**config.mk**
```make
export PLATFORM = sky130hd
export DESIGN_NAME = sce_mac
export DESIGN_NICKNAME = d
export VERILOG_FILES = /design/src/hw/rtl/sce_pkg.sv /design/src/hw/rtl/sce_mac.sv
export SDC_FILE = /design/constraint.sdc
export NUM_CORES = 2
export LEC_CHECK = 0
export ABC_AREA = 1
export BUFFER_PORTS_ARGS = -buffer_cell sky130_fd_sc_hd__buf_2
export CELL_PAD_IN_SITES_DETAIL_PLACEMENT = 1
export CELL_PAD_IN_SITES_GLOBAL_PLACEMENT = 2
export CORE_MARGIN = 5
export CORE_UTILIZATION = 35
export CTS_CLUSTER_DIAMETER = 30
export CTS_CLUSTER_SIZE = 30
export DETAILED_ROUTE_END_ITERATION = 6
export GPL_ROUTABILITY_DRIVEN = 0
export PLACE_DENSITY_LB_ADDON = 0.1
export SYNTH_ARGS = -nofsm -noshare
export SYNTH_HDL_FRONTEND = slang
export SYNTH_SLANG_ARGS = --single-unit
```
**constraint.sdc**
```tcl
create_clock -name clk -period 6.5 [get_ports clk]
set_clock_uncertainty 0.05 [all_clocks]
set_input_delay 0 -clock clk [delete_from_list [all_inputs] [get_ports clk]]
set_output_delay 0 -clock clk [all_outputs]
set_load 0.02 [all_outputs]
```
**src/hw/rtl/sce_pkg.sv**
```systemverilog
// Package: shared constants, types and helpers for the stereo chorus.
`timescale 1ns / 1ps
package sce_pkg;
	localparam int DelayLenDefault = 4096;
	localparam int SampleW = 24;
	localparam int GainW = 15;
	localparam int CfgIdxW = 3;
	localparam int CfgDataW = 24;

	localparam logic [CfgIdxW-1:0] REG_LPF = 3'd0;
	localparam logic [CfgIdxW-1:0] REG_RATE = 3'd1;
	localparam logic [CfgIdxW-1:0] REG_DEPTH = 3'd2;
	localparam logic [CfgIdxW-1:0] REG_BASE = 3'd3;
	localparam logic [CfgIdxW-1:0] REG_FB = 3'd4;
	localparam logic [CfgIdxW-1:0] REG_WET = 3'd5;
	localparam logic [CfgIdxW-1:0] REG_REV = 3'd6;
	localparam logic [CfgIdxW-1:0] REG_DLY = 3'd7;

	typedef struct packed {
		logic signed [SampleW-1:0] wet_left;
		logic signed [SampleW-1:0] wet_right;
		logic signed [SampleW-1:0] reverb_send;
		logic signed [SampleW-1:0] delay_send;
	} result_t;

	// saturate a wide signed value to Q1.23
	function automatic logic signed [SampleW-1:0] sat24(input logic signed [47:0] v);
		logic signed [SampleW-1:0] r;
		if (v > 48'sd8388607) begin
			r = 24'sh7fffff;
		end else if (v < -48'sd8388608) begin
			r = 24'sh800000;
		end else begin
			r = v[SampleW-1:0];
		end
		return r;
	endfunction
endpackage

```
**src/hw/rtl/sce_mac.sv**
```systemverilog
// Shared multiply unit: one registered signed 25x25 product per cycle.
`timescale 1ns / 1ps
module sce_mac import sce_pkg::*; (
	input logic clk,
	input logic signed [24:0] a,
	input logic signed [24:0] b,
	output logic signed [49:0] p_q
);
	always_ff @(posedge clk) begin
		p_q <= a * b;
	end
endmodule

```
Yosys cells after proc, flatten, opt, wreduce, memory -nomap -nowiden
Cells that the tools add are included.

word-level totals
  input bits = 51
  latch bits = 0
  memories = 0
  bits in writable memories = 0
  output and inout bits = 50
  logic and storage cells = 2
  bits in read-only memories = 0
  register bits = 50

cells by class
  reduce and logical (&&, ||, !) cells = 0
  $mul = 1
  $lt $le $gt $ge = 0
  shifts and indexed selects = 0
  add/subtract/negate cells = 0
  eq/ne operators = 0
  mux-type cells = 0
  div/mod/pow operators = 0
  bitwise logic cells = 0

operators by type and width
  kind                          number
  multiplier 25 x 25 -> 50 bit  1

Longest topological paths before layout
  word-level depth = 1
  gate-level depth with buffers = 30
  gate-level depth less buffers = 28

Worst setup path before layout
Ideal clock, no wire load.

  path type = input to register
  start point = in a[24]
  end point = reg p_q[47]
  cell stages on the path = 23
  path buffers = 2
  required time = 6,337 ps
  arrival time = 6,085 ps
  library setup time = 113 ps
  slack = 252 ps
  cell sequence = clkbuf_1 clkbuf_1 nand2_1 inv_1 fa_1 inv_1 fa_1 inv_1 fa_1 inv_1 fa_1 fa_1 fa_1 fa_1 inv_1 ha_1 nand2_1 nor2_1 nand2_1 nor3_2 nand3_1 nand4_1 nand2_1

on the way
  word-level cells in the longest chain between the ends = 1

ends and longest elaborated chain
  what                          line           text
  start, declared               sce_mac.sv:5   input logic signed [24:0] a,
  multiplier 25 x 25 -> 50 bit  sce_mac.sv:10  p_q <= a * b;
  end signal, assigned          sce_mac.sv:10
  end, declared                 sce_mac.sv:7   output logic signed [49:0] p_q

No other way between the ends.

Worst setup path after layout
  start point = in a[24]
  end point = reg p_q[45]

The elaborated chain is that of the path after synthesis.

==> results.json <==
{
  "syn_avg_cell_area_um2": 7.56,
  "synth.distinct_cells": 28,
  "die_y_um": 285,
  "crit_required_ns": 6.62,
  "setup_viol": 0,
  "ios": 101,
  "grt_pass1_wl_um": 138000,
  "most-common-layout-cells": "1,190 x inv_1, 995 x nand2_1, 657 x fa_1, 141 x ha_1, 109 x buf_4",
  "via_count": 20700,
  "cts.sinks": 50,
  "antenna_found_initial": 3,
  "fillerInstances": 9307,
  "tns_ns": 0,
  "drc_errors": 0,
  "die_area_mm2": 0.0810,
  "synth-seq-cells": 50,
  "viasPerCell": 4.56,
  "dieWidth_um": 285,
  "routedWlPerCell_um": 18.8,
  "whs_ns": 0.0306,
  "gr-usage-met2": 0.380,
  "utilization": 0.385,
  "post_cts_buffers": 0,
  "fin_nets": 4415,
  "max_freq_mhz": 163,
  "cp.arrival_ns": 6.27,
  "hold_violations": 0,
  "min_period_ns": 6.15,
  "post-route-period-util": 0.946,
  "syn_area_mm2": 0.0264,
  "cp_max_fo": 17,
  "worstHoldPathType": "in -> reg",
  "antennaDiodeCount": 0,
  "numCtsBuffers": 5,
  "slew-limit-headroom": 0.571,
  "busiest_layer": "met2",
  "yosys_warnings": 0,
  "regMostFlops": "p_q",
  "top_regs": "p_q (50)",
  "drv_slew": 0,
  "place_hpwl_um": 77100,
  "clkSlewWorstSetupHoldPaths_ns": 0.07,
  "start_util": 0.354,
  "wirelength_um": 85100,
  "cts_tree": "yes",
  "finalInstanceArea_mm2": 0.0287,
  "synth_cells": 3490,
  "grtUsageMet3": 0.0142,
  "grt_max_degree": 26,
  "start_kind": "primary input",
  "first_iter_violations": 839,
  "status": "finished, final reports clean",
  "core_area_mm2": 0.0746,
  "dr.pass1.iters": 5,
  "worst_pin_slew_ns": 0.643,
  "root_buffer": "clkbuf_16",
  "ctsHoldBuffers": 0,
  "syn-num-nets": 4340,
  "grt-ovfl-total": 0,
  "htreeDepth": 2,
  "grt_pass1_vias": 24400,
  "clock_path_buffers": 2,
  "num_rows": 100,
  "seqCellArea_mm2": 0.00100,
  "cap_violations": 0,
  "drive_above_1_share": 0.0802,
  "multi_input_area_mm2": 0.0203,
  "rsz0062_at_grt": "false",
  "area_delta_synth_final_pct": 8.72,
  "use_met1": 0.302,
  "dpl_cell_area_mm2": 0.0285,
  "drtAntennaViolNets": 0,
  "io_buffers": 100,
  "critPathCaptureType": "flop",
  "final_common_cell": "inv_1",
  "path_class": "in -> reg",
  "grt_util_all_layers": 0.217,
  "ys_seq_area_frac": 0.0379,
  "largest_reg_flops": 50
}
[per-stage QoR]
| stage | worst slack [ns] | instances |
|---|---|---|
| floorplan | 0.252 | 3490 |
| global placement | 0.0188 | 4527 |
| detailed placement | -0.102 | 4527 |
| CTS | 0.216 | 4535 |
| global route | 0.0132 | 4535 |
| finish | 0.349 | 4535 |
[repair_timing]
action	in CTS	in global routing
resized for setup	0	3
endpoints found under the hold margin	0	0
endpoints found under the setup margin	0	11
[Yosys cell counts]
cell	instances	share of area
a21o_1	2	0.00057
a21oi_1	44	0.0083
and2_1	1	0.00024
buf_1	1	0.00014
clkbuf_1	148	0.021
dfxtp_1	50	0.038
fa_1	658	0.50
ha_1	141	0.067
inv_1	1190	0.17
inv_2	14	0.0020
nand2_1	995	0.14
nand2_2	7	0.0017
nand3_1	41	0.0078
nand3_2	4	0.0015
nand3b_1	3	0.00085
nand4_1	16	0.0038
nor2_1	86	0.012
nor2_2	16	0.0038
nor2_4	3	0.0013
nor3_1	7	0.0013
nor3_2	8	0.0030
o211ai_2	1	0.00047
o21ai_0	9	0.0017
o21ai_1	1	0.00019
o21bai_1	6	0.0017
or2_2	7	0.0017
xnor2_1	11	0.0036
xor2_1	20	0.0066
[kinds of logic (layout without fill, tap and decap cells)]
group                    after synthesis  count (layout)  share of synthesized area
AND/OR/NAND/NOR                     1194            1194                      0.181
AO/OA/AOI/OAI                         63              63                     0.0130
XOR/XNOR                              31              31                     0.0103
adder cells (fa/ha/maj)              799             799                      0.566
buffers and inverters               1353            1429                      0.192
flip-flops                            50              50                     0.0379
[worst paths after layout]
path | startpoint | end | slack, ns | cells after the start
worst max-delay path | a[24] | p_q[45] | 0.35 | 25
worst min-delay path | a[0] | p_q[0] | 0.03 | 3
[cell type report]
| type | count | area share |
|---|---|---|
| well taps | 969 | 0.0422 |
| multi-input cells | 2087 | 0.708 |
| clock inverters | 1 | 0.000305 |
| inverters | 1204 | 0.157 |
| repair buffers | 217 | 0.0517 |
| flip-flops and latches | 50 | 0.0349 |
| clock buffers | 7 | 0.00532 |
[critical path, stage by stage]
cell	delay, ns
clkbuf_4	0.22
nand2_1	0.13
inv_1	0.09
fa_1	0.57
inv_1	0.09
fa_1	0.71
inv_1	0.19
fa_2	0.57
buf_4	0.21
fa_1	0.47
fa_1	0.50
fa_1	0.49
inv_1	0.05
fa_1	0.48
inv_1	0.04
ha_1	0.38
nand2_1	0.12
nor2_1	0.19
inv_1	0.06
nor2_1	0.15
nand2_1	0.09
nor2_1	0.11
nand2_1	0.11
nand4_1	0.11
nand2_1	0.11
[routing by layer]
layer / vias to the layer above / routed length [um]
met5: - / 14
met3: 77 / 1910
met4: 2 / 1510
met1: 10800 / 39800
met2: 244 / 41900
li1: 9588 / -
Power is left out: the tool's default activity adds up to more than one toggle a clock period on the data nets, which glitch-free logic cannot reach.
